===== config.mk =====
export PLATFORM = sky130hd
export DESIGN_NAME = sha1_message_digest_flat
export DESIGN_NICKNAME = d
export VERILOG_FILES = /design/src/rtl/sha1md_pkg.sv /design/src/rtl/sha1md_if.sv /design/src/rtl/sha1md_front.sv /design/src/rtl/sha1md_fifo.sv /design/src/rtl/sha1md_rounds.sv /design/src/rtl/sha1md_back.sv /design/src/rtl/sha1_message_digest.sv /design/src/flat_wrapper.sv
export SDC_FILE = /design/constraint.sdc
export NUM_CORES = 2
export LEC_CHECK = 0
export BUFFER_PORTS_ARGS = -buffer_cell sky130_fd_sc_hd__buf_2
export CORE_MARGIN = 2
export CORE_UTILIZATION = 55
export DETAILED_ROUTE_END_ITERATION = 12
export HOLD_SLACK_MARGIN = 0.06
export PLACE_DENSITY = 0.69
export RECOVER_POWER = 100
export SYNTH_ARGS = -nofsm -noshare
export SYNTH_HDL_FRONTEND = slang
export SYNTH_HIERARCHICAL = 1
export SYNTH_SLANG_ARGS = --single-unit

===== constraint.sdc =====
create_clock -name clk_i -period 35.4 [get_ports clk_i]
set_clock_uncertainty 0.15 [all_clocks]
set_input_delay 8.85 -clock clk_i [delete_from_list [all_inputs] [get_ports clk_i]]
set_output_delay 8.85 -clock clk_i [all_outputs]
set_load 0.02 [all_outputs]

===== src/rtl/sha1md_pkg.sv =====
// Shared types and constants of the SHA-1 digest engine.
package sha1md_pkg;

  typedef logic [31:0] word_t;
  typedef logic [4:0][31:0] hash_t;

  localparam int unsigned BlockBits = 512;
  localparam int unsigned NumWords  = 5;

  // Initial chaining value, word 0 in the lowest slot.
  localparam hash_t HashInit = {32'hC3D2E1F0, 32'h10325476, 32'h98BADCFE,
                                32'hEFCDAB89, 32'h67452301};

  localparam logic [7:0] PadMarker = 8'h80;

  // Command queued between the front and the back.
  typedef struct packed {
    logic [7:0] data_byte;
    logic       has_byte;
    logic       last;
  } cmd_t;

  // Requests from the block sequencer to the round engine.
  typedef struct packed {
    logic launch;
    logic reinit;
  } rnd_ctrl_t;

  // Round engine status.
  typedef struct packed {
    logic busy;
  } rnd_stat_t;

endpackage


===== src/rtl/sha1md_if.sv =====
// Stream interfaces for message beats and digest beats.
interface sha1md_in_if;
  logic       valid;
  logic       ready;
  logic [7:0] data_byte;
  logic       byte_present;
  logic       end_of_message;

  modport source (output valid, output data_byte, output byte_present,
                  output end_of_message, input ready);
  modport sink   (input valid, input data_byte, input byte_present,
                  input end_of_message, output ready);
endinterface

interface sha1md_out_if;
  logic        valid;
  logic        ready;
  logic [31:0] digest_word;
  logic [2:0]  word_index;
  logic        last_word;

  modport source (output valid, output digest_word, output word_index,
                  output last_word, input ready);
  modport sink   (input valid, input digest_word, input word_index,
                  input last_word, output ready);
endinterface


===== src/rtl/sha1md_front.sv =====
// Front end: accepts message beats, drops empty ones, queues commands.
module sha1md_front (
  sha1md_in_if.sink    in_ch,
  input  logic         q_full_i,
  output logic         push_o,
  output sha1md_pkg::cmd_t push_cmd_o
);

  logic take;

  assign in_ch.ready = !q_full_i;
  assign take        = in_ch.valid && !q_full_i;

  // Drop beats that carry neither a byte nor an end mark.
  assign push_o = take && (in_ch.byte_present || in_ch.end_of_message);

  assign push_cmd_o.data_byte = in_ch.data_byte;
  assign push_cmd_o.has_byte  = in_ch.byte_present;
  assign push_cmd_o.last      = in_ch.end_of_message;

endmodule


===== src/rtl/sha1md_fifo.sv =====
// Command queue between the front end and the block sequencer.
module sha1md_fifo #(
  parameter int unsigned Depth = 4
) (
  input  logic             clk_i,
  input  logic             rst_ni,
  input  logic             push_i,
  input  sha1md_pkg::cmd_t push_cmd_i,
  output logic             full_o,
  input  logic             pop_i,
  output sha1md_pkg::cmd_t pop_cmd_o,
  output logic             empty_o
);

  localparam int unsigned AW = (Depth > 1) ? $clog2(Depth) : 1;
  localparam int unsigned CW = $clog2(Depth + 1);

  sha1md_pkg::cmd_t mem_q [Depth];
  logic [AW-1:0] wr_q, wr_d, rd_q, rd_d;
  logic [CW-1:0] cnt_q, cnt_d;
  logic          do_push, do_pop;

  assign full_o    = (cnt_q == CW'(Depth));
  assign empty_o   = (cnt_q == '0);
  assign do_push   = push_i && !full_o;
  assign do_pop    = pop_i && !empty_o;
  assign pop_cmd_o = mem_q[rd_q];

  always_comb begin
    wr_d  = wr_q;
    rd_d  = rd_q;
    cnt_d = cnt_q;
    if (do_push) begin
      wr_d = (wr_q == AW'(Depth - 1)) ? '0 : wr_q + 1'b1;
    end
    if (do_pop) begin
      rd_d = (rd_q == AW'(Depth - 1)) ? '0 : rd_q + 1'b1;
    end
    if (do_push && !do_pop) begin
      cnt_d = cnt_q + 1'b1;
    end else if (do_pop && !do_push) begin
      cnt_d = cnt_q - 1'b1;
    end
  end

  always_ff @(posedge clk_i or negedge rst_ni) begin
    if (!rst_ni) begin
      wr_q  <= '0;
      rd_q  <= '0;
      cnt_q <= '0;
    end else begin
      wr_q  <= wr_d;
      rd_q  <= rd_d;
      cnt_q <= cnt_d;
    end
  end

  always_ff @(posedge clk_i) begin
    if (do_push) begin
      mem_q[wr_q] <= push_cmd_i;
    end
  end

endmodule


===== src/rtl/sha1md_rounds.sv =====
// Round engine: one SHA-1 round per cycle, holds the chaining value.
module sha1md_rounds (
  input  logic                  clk_i,
  input  logic                  rst_ni,
  input  sha1md_pkg::rnd_ctrl_t ctrl_i,
  input  logic [sha1md_pkg::BlockBits-1:0] block_i,
  output sha1md_pkg::rnd_stat_t stat_o,
  output sha1md_pkg::hash_t     hash_o
);

  localparam logic [1:0] R_IDLE = 2'd0;
  localparam logic [1:0] R_RUN  = 2'd1;
  localparam logic [1:0] R_ADD  = 2'd2;

  localparam logic [6:0] LastRound = 7'd79;

  logic [1:0] st_q, st_d;
  logic [6:0] t_q, t_d;
  sha1md_pkg::hash_t h_q, h_d;
  sha1md_pkg::word_t a_q, b_q, c_q, d_q, e_q;
  sha1md_pkg::word_t a_d, b_d, c_d, d_d, e_d;
  sha1md_pkg::word_t win_q [16];
  sha1md_pkg::word_t win_d [16];
  sha1md_pkg::word_t f, k, sum, mix;

  assign stat_o.busy = (st_q != R_IDLE);
  assign hash_o      = h_q;

  // Round function and constant by quarter of the schedule.
  always_comb begin
    if (t_q < 7'd20) begin
      f = (b_q & c_q) | (~b_q & d_q);
      k = 32'h5A827999;
    end else if (t_q < 7'd40) begin
      f = b_q ^ c_q ^ d_q;
      k = 32'h6ED9EBA1;
    end else if (t_q < 7'd60) begin
      f = (b_q & c_q) | (b_q & d_q) | (c_q & d_q);
      k = 32'h8F1BBCDC;
    end else begin
      f = b_q ^ c_q ^ d_q;
      k = 32'hCA62C1D6;
    end
  end

  assign sum = {a_q[26:0], a_q[31:27]} + f + e_q + k + win_q[0];
  assign mix = win_q[13] ^ win_q[8] ^ win_q[2] ^ win_q[0];

  always_comb begin
    st_d = st_q;
    t_d  = t_q;
    h_d  = h_q;
    a_d  = a_q;
    b_d  = b_q;
    c_d  = c_q;
    d_d  = d_q;
    e_d  = e_q;
    for (int i = 0; i < 16; i++) begin
      win_d[i] = win_q[i];
    end
    unique case (st_q)
      R_IDLE: begin
        if (ctrl_i.reinit) begin
          h_d = sha1md_pkg::HashInit;
        end else if (ctrl_i.launch) begin
          for (int i = 0; i < 16; i++) begin
            win_d[i] = block_i[sha1md_pkg::BlockBits-1-32*i -: 32];
          end
          a_d  = h_q[0];
          b_d  = h_q[1];
          c_d  = h_q[2];
          d_d  = h_q[3];
          e_d  = h_q[4];
          t_d  = '0;
          st_d = R_RUN;
        end
      end
      R_RUN: begin
        a_d = sum;
        b_d = a_q;
        c_d = {b_q[1:0], b_q[31:2]};
        d_d = c_q;
        e_d = d_q;
        // Slide the schedule window and append w[t+16].
        for (int i = 0; i < 15; i++) begin
          win_d[i] = win_q[i+1];
        end
        win_d[15] = {mix[30:0], mix[31]};
        t_d = t_q + 1'b1;
        if (t_q == LastRound) begin
          st_d = R_ADD;
        end
      end
      R_ADD: begin
        h_d[0] = h_q[0] + a_q;
        h_d[1] = h_q[1] + b_q;
        h_d[2] = h_q[2] + c_q;
        h_d[3] = h_q[3] + d_q;
        h_d[4] = h_q[4] + e_q;
        st_d   = R_IDLE;
      end
      default: begin
        st_d = R_IDLE;
      end
    endcase
  end

  always_ff @(posedge clk_i or negedge rst_ni) begin
    if (!rst_ni) begin
      st_q <= R_IDLE;
      t_q  <= '0;
      h_q  <= sha1md_pkg::HashInit;
    end else begin
      st_q <= st_d;
      t_q  <= t_d;
      h_q  <= h_d;
    end
  end

  always_ff @(posedge clk_i) begin
    a_q <= a_d;
    b_q <= b_d;
    c_q <= c_d;
    d_q <= d_d;
    e_q <= e_d;
    for (int i = 0; i < 16; i++) begin
      win_q[i] <= win_d[i];
    end
  end

endmodule


===== src/rtl/sha1md_back.sv =====
// Block sequencer: fills and pads blocks, launches rounds, emits the digest.
module sha1md_back (
  input  logic                  clk_i,
  input  logic                  rst_ni,
  input  sha1md_pkg::cmd_t      pop_cmd_i,
  input  logic                  empty_i,
  output logic                  pop_o,
  output sha1md_pkg::rnd_ctrl_t rnd_ctrl_o,
  output logic [sha1md_pkg::BlockBits-1:0] block_o,
  input  sha1md_pkg::rnd_stat_t rnd_stat_i,
  input  sha1md_pkg::hash_t     hash_i,
  sha1md_out_if.source          out_ch
);

  localparam logic [2:0] S_IDLE = 3'd0;
  localparam logic [2:0] S_PAD  = 3'd1;
  localparam logic [2:0] S_ZERO = 3'd2;
  localparam logic [2:0] S_LEN  = 3'd3;
  localparam logic [2:0] S_WAIT = 3'd4;
  localparam logic [2:0] S_OUT  = 3'd5;

  localparam logic [6:0] FillFull = 7'd64;
  localparam logic [6:0] FillLen  = 7'd56;
  localparam logic [2:0] LastIdx  = 3'(sha1md_pkg::NumWords - 1);

  logic [2:0]  st_q, st_d;
  logic [6:0]  fill_q, fill_d;
  logic [60:0] count_q, count_d;
  logic [63:0] len_q, len_d;
  logic [2:0]  lcnt_q, lcnt_d;
  logic [2:0]  idx_q, idx_d;
  logic [sha1md_pkg::BlockBits-1:0] buf_q;
  logic        shift_en, launch, has_room;
  logic [7:0]  shift_byte;

  assign has_room = (fill_q != FillFull);
  assign launch   = !has_room && !rnd_stat_i.busy;
  assign block_o  = buf_q;

  assign out_ch.valid       = (st_q == S_OUT);
  assign out_ch.digest_word = hash_i[idx_q];
  assign out_ch.word_index  = idx_q;
  assign out_ch.last_word   = (idx_q == LastIdx);

  always_comb begin
    st_d       = st_q;
    count_d    = count_q;
    len_d      = len_q;
    lcnt_d     = lcnt_q;
    idx_d      = idx_q;
    shift_en   = 1'b0;
    shift_byte = pop_cmd_i.data_byte;
    pop_o      = 1'b0;
    rnd_ctrl_o.launch = launch;
    rnd_ctrl_o.reinit = 1'b0;
    unique case (st_q)
      S_IDLE: begin
        if (!empty_i && has_room) begin
          pop_o = 1'b1;
          if (pop_cmd_i.has_byte) begin
            shift_en = 1'b1;
            count_d  = count_q + 1'b1;
          end
          if (pop_cmd_i.last) begin
            st_d = S_PAD;
          end
        end
      end
      S_PAD: begin
        if (has_room) begin
          shift_en   = 1'b1;
          shift_byte = sha1md_pkg::PadMarker;
          len_d      = {count_q, 3'b000};
          lcnt_d     = '0;
          st_d       = S_ZERO;
        end
      end
      S_ZERO: begin
        // Zeros up to the length field; a full block in between goes out first.
        if (fill_q == FillLen) begin
          st_d = S_LEN;
        end else if (has_room) begin
          shift_en   = 1'b1;
          shift_byte = '0;
        end
      end
      S_LEN: begin
        shift_en   = 1'b1;
        shift_byte = len_q[63:56];
        len_d      = {len_q[55:0], 8'h00};
        lcnt_d     = lcnt_q + 1'b1;
        if (lcnt_q == 3'd7) begin
          st_d = S_WAIT;
        end
      end
      S_WAIT: begin
        if ((fill_q == '0) && !rnd_stat_i.busy) begin
          idx_d = '0;
          st_d  = S_OUT;
        end
      end
      S_OUT: begin
        if (out_ch.ready) begin
          if (idx_q == LastIdx) begin
            rnd_ctrl_o.reinit = 1'b1;
            count_d = '0;
            st_d    = S_IDLE;
          end else begin
            idx_d = idx_q + 1'b1;
          end
        end
      end
      default: begin
        st_d = S_IDLE;
      end
    endcase
  end

  always_comb begin
    fill_d = fill_q;
    if (launch) begin
      fill_d = '0;
    end else if (shift_en) begin
      fill_d = fill_q + 1'b1;
    end
  end

  always_ff @(posedge clk_i or negedge rst_ni) begin
    if (!rst_ni) begin
      st_q    <= S_IDLE;
      fill_q  <= '0;
      count_q <= '0;
      lcnt_q  <= '0;
      idx_q   <= '0;
    end else begin
      st_q    <= st_d;
      fill_q  <= fill_d;
      count_q <= count_d;
      lcnt_q  <= lcnt_d;
      idx_q   <= idx_d;
    end
  end

  // Block bytes enter at the bottom; byte 0 ends up in the top octet.
  always_ff @(posedge clk_i) begin
    len_q <= len_d;
    if (shift_en) begin
      buf_q <= {buf_q[sha1md_pkg::BlockBits-9:0], shift_byte};
    end
  end

endmodule


===== src/rtl/sha1_message_digest.sv =====
// Top level of the SHA-1 message digest engine.
//
//   port     dir  beat carries
//   in_ch    in   data_byte[7:0], byte_present, end_of_message
//   out_ch   out  digest_word[31:0], word_index[2:0], last_word
//
// In its idle state the sequencer pops a queued beat if the buffer has room;
// a beat with no byte and no end mark is dropped at the front. Each 64-byte
// block goes through the round engine (load, 80 rounds, chaining add),
// overlapped with filling the next block, so the one-round-per-cycle engine
// paces a long message. At end of message the padding goes in one byte a
// cycle while the buffer has room, followed by one or two compressions and
// five output beats. Reset is asynchronous and needs no clearing pass; a
// stalled out_ch holds the word on show while in_ch fills the queue.
module sha1_message_digest #(
  parameter int unsigned QueueDepth = 4
) (
  input  logic         clk_i,
  input  logic         rst_ni,
  sha1md_in_if.sink    in_ch,
  sha1md_out_if.source out_ch
);

  logic                  push, q_full, pop, q_empty;
  sha1md_pkg::cmd_t      push_cmd, pop_cmd;
  sha1md_pkg::rnd_ctrl_t rnd_ctrl;
  sha1md_pkg::rnd_stat_t rnd_stat;
  sha1md_pkg::hash_t     hash;
  logic [sha1md_pkg::BlockBits-1:0] block;

  sha1md_front u_front (
    .in_ch      (in_ch),
    .q_full_i   (q_full),
    .push_o     (push),
    .push_cmd_o (push_cmd)
  );

  sha1md_fifo #(
    .Depth (QueueDepth)
  ) u_fifo (
    .clk_i      (clk_i),
    .rst_ni     (rst_ni),
    .push_i     (push),
    .push_cmd_i (push_cmd),
    .full_o     (q_full),
    .pop_i      (pop),
    .pop_cmd_o  (pop_cmd),
    .empty_o    (q_empty)
  );

  sha1md_rounds u_rounds (
    .clk_i   (clk_i),
    .rst_ni  (rst_ni),
    .ctrl_i  (rnd_ctrl),
    .block_i (block),
    .stat_o  (rnd_stat),
    .hash_o  (hash)
  );

  sha1md_back u_back (
    .clk_i      (clk_i),
    .rst_ni     (rst_ni),
    .pop_cmd_i  (pop_cmd),
    .empty_i    (q_empty),
    .pop_o      (pop),
    .rnd_ctrl_o (rnd_ctrl),
    .block_o    (block),
    .rnd_stat_i (rnd_stat),
    .hash_i     (hash),
    .out_ch     (out_ch)
  );

endmodule


===== src/flat_wrapper.sv =====
// flat-port wrapper written by rule: the top's interface ports become plain ports
module sha1_message_digest_flat 
#(
  parameter int unsigned QueueDepth = 4
)
  (clk_i, rst_ni, in_ch_valid, in_ch_data_byte, in_ch_byte_present, in_ch_end_of_message, in_ch_ready, out_ch_valid, out_ch_digest_word, out_ch_word_index, out_ch_last_word, out_ch_ready);
  sha1md_in_if in_ch_i ();
  sha1md_out_if out_ch_i ();
  input  logic clk_i;
  input  logic rst_ni;
  input wire logic [$bits(in_ch_i.valid)-1:0] in_ch_valid;
  input wire logic [$bits(in_ch_i.data_byte)-1:0] in_ch_data_byte;
  input wire logic [$bits(in_ch_i.byte_present)-1:0] in_ch_byte_present;
  input wire logic [$bits(in_ch_i.end_of_message)-1:0] in_ch_end_of_message;
  output wire logic [$bits(in_ch_i.ready)-1:0] in_ch_ready;
  output wire logic [$bits(out_ch_i.valid)-1:0] out_ch_valid;
  output wire logic [$bits(out_ch_i.digest_word)-1:0] out_ch_digest_word;
  output wire logic [$bits(out_ch_i.word_index)-1:0] out_ch_word_index;
  output wire logic [$bits(out_ch_i.last_word)-1:0] out_ch_last_word;
  input wire logic [$bits(out_ch_i.ready)-1:0] out_ch_ready;
  assign in_ch_i.valid = in_ch_valid;
  assign in_ch_i.data_byte = in_ch_data_byte;
  assign in_ch_i.byte_present = in_ch_byte_present;
  assign in_ch_i.end_of_message = in_ch_end_of_message;
  assign in_ch_ready = in_ch_i.ready;
  assign out_ch_valid = out_ch_i.valid;
  assign out_ch_digest_word = out_ch_i.digest_word;
  assign out_ch_word_index = out_ch_i.word_index;
  assign out_ch_last_word = out_ch_i.last_word;
  assign out_ch_i.ready = out_ch_ready;
  sha1_message_digest #(.QueueDepth(QueueDepth)) u_core (.clk_i(clk_i), .rst_ni(rst_ni), .in_ch(in_ch_i), .out_ch(out_ch_i));
endmodule

==> out/qor.csv <==
metric;value;unit
synthCells;6477;
dieWidth;370;um
violations;max-capacitance violations, max-slew violations;
post_cts_buffers;0;
finalSetupViolations;0;
hold_viol;0;
cpPeakStageDelay;5.12;ns
swShare;0.358;
fmax;46.1;MHz
clk_latency;0.80;ns
synth_top_area_frac;0.525;
viasPerCell;5.70;
powerDensity;96.6;nW/um^2
p_total;7.75;mW
reg2regPathDepth;12;
cts_buffers;162;
yosys-top-cells-count;nand2_1 (2214), edfxtp_1 (1285), inv_1 (297), o21ai_0 (279), a21oi_1 (267);
rows;134;
wl_per_cell;20.2;um
firstDrtPassIters;6;
worstMarginPinSlew;11.75;ns
grt_use_total;0.248;
die_y;370;um
timing.hold.ws;0.286;ns
syn_nets;6824;
worstPathCellList;clkbuf_1, clkbuf_1, clkbuf_1;
cp_slowest_cell;clkbuf_1;
ys_seq_area_frac;0.613;
synth-seq-cells;1538;
wirelength;169000;um
critPathCaptureType;asynchronous set/reset pin;
cts_root_buf;clkbuf_16;
synth_edf_count;1285;
grt_antenna_before_repair;0;
critPathBufInv;3;
critical_path_class;in2async;
post-place-ws;21.74;ns
synth_area_leaders;edfxtp_1 (53%), nand2_1 (11%), dfrtp_1 (5.9%);
fin_area;80200;um^2
cp_num_cells;3;
nets;6817;
cts_hold_buffers;0;
worst_slack;13.71;ns
htree_levels;4;
syn_area;73500;um^2
start_kind;input pin;
synth_flop_cell;edfxtp_1;
rsz0062_at_grt;no;
antenna_cells;0;
cp_max_fo;121;
max-clock-path-buffers;3;
hp-class;reg2reg;
relSlewSlack;-6.84;
first_global_vias;46800;
drcViolationCount;0;
p_clk_frac;0.212;
seqPwrFrac;0.421;
globalplace.congestion;0.891;
synth.avg_cell_area;11.3;um^2
synth_most_common_cell;nand2_1;
grt_max_degree;239;
p_comb_frac;0.367;
cpMostUsedCell;clkbuf_1;
async_reset_ff_frac;0.164;
core;133000;um^2
dieArea;137000;um^2
final_max_slew_viol_count;2684;
cts_tree;done;
critPathTopFamily;buffers and inverters;
port_buffers;51;
ctsResizeCount;0;
whs_path_depth;0;
ir_drop;0.000103;V
worst_ep_arrival_time;20.10;ns
status;finished, violations left;
grt.overflow.total;0;
required;33.80;ns
synth_cell_types;108;
p_sw;2.78;mW
drive_above_1_share;0.0690;
post_dp_cell_area;75400;um^2
io_pins;52;
dr_total_vias;47700;
grt_pass1_wl;266000;um
fin_crit;21.69;ns
final_antenna_net_count;0;
cts.sinks;1538;
initial_utilization;0.552;
fin_crit_sh;0.613;
syn2layout_area_growth;9.07;%
maxCapViolCount;34;
leakagePower;32.2;nW
yosysTopAreaCell;edfxtp_1;
finalSetupTns;0;ns
p_int;4.97;mW
drtIter0Drc;5041;
clk_pin_slew_worst_paths;0.06;ns
place_hpwl;107000;um
yosysWarnings;6;
routing by layer:
| layer | vias up | global-route usage | part of all wire |
|---|---|---|---|
| li1 | 22500 | - | - |
| met1 | 23500 | 0.357 | 0.44 |
| met2 | 1493 | 0.389 | 0.47 |
| met3 | 295 | 0.0379 | 0.063 |
| met4 | 0 | 0.0852 | 0.032 |
| met5 | - | 0 | 0 |
sequential cells by signal, indices dropped and copies added (netlist names), 40 cells and up:
| signal | count |
|---|---|
| u_core/u_back/block_o | 512 |
| u_core/u_back/count_q | 61 |
| u_core/u_back/len_q | 61 |
| u_core/u_fifo/mem_q | 40 |
| u_core/u_rounds/hash_o | 160 |
| u_core/u_rounds/win_q | 512 |
cell families after synthesis:
family          Yosys count  synth area share
xor+xnor                280            0.0334
compound gates          969            0.0847
fa+ha+maj               333            0.0696
mux                      80            0.0185
buf+inv                 569            0.0301
flops                  1538             0.613
simple gates           2708             0.151
through the flow:
stage | cells | utilization
finish | 8376 | 0.602
global placement | 8074 | 0.566
CTS | 8376 | 0.605
floorplan | 6477 | -
global route | 8376 | 0.602
detailed placement | 8074 | 0.566
layout make-up:
class,count,area [um^2]
clock inverters,71,627
inverters,301,1130
repair buffers,97,449
clock buffers,231,4480
well taps,1768,2210
fillers,10700,53000
flip-flops and latches,1538,45000
multi-input cells,4370,26200
placed cells by master (no fill, tap or decap), types with 37 or more instances in the layout:
cell and instances:
a21o_1 104, a21oi_1 268, clkbuf_1 128, clkbuf_16 164, dfrtp_1 171, dfstp_2 80, edfxtp_1 1285, fa_1 126
ha_1 207, inv_1 296, mux4_2 42, nand2_1 2213, nand3_1 52, nand4_1 41, nor2_1 159, o21ai_0 286
o31ai_1 47, or4_1 37, xnor2_1 198, xor2_1 82
worst paths after layout:
| kind | end | slack (ns) | from |
|---|---|---|---|
| max | u_core/u_back/out_ch.word_index[0]$_DFFE_PN0P_ | 13.71 | rst_ni |
| min | u_core/u_back/block_o[25]$_DFFE_PP_ | 0.29 | u_core/u_back/block_o[17]$_DFFE_PP_ |
| max reg2reg | u_core/u_rounds/win_q[1][235]$_DFFE_PP_ | 19.15 | u_core/u_back/out_ch.word_index[1]$_DFFE_PN0P_ |
| min reg2reg | u_core/u_back/block_o[25]$_DFFE_PP_ | 0.29 | u_core/u_back/block_o[17]$_DFFE_PP_ |
| max in group clk_i | u_core/u_rounds/win_q[1][235]$_DFFE_PP_ | 14.05 | out_ch_ready |
| min in group asynchronous | u_core/u_rounds/hash_o[131]$_DFFE_PN0P_ | 9.85 | rst_ni |
power by group through the flow:
stage               registers [mW]  logic (mW)  clock network, mW
finish                        3.26        2.85               1.64
global route                  3.33        3.18               1.75
CTS                           3.17        2.77               1.68
detailed placement            3.20        2.74                  0
global placement              3.18        2.68                  0
floorplan                     3.37        2.05                  0
Note: power is estimated with default switching activity, not from simulation.
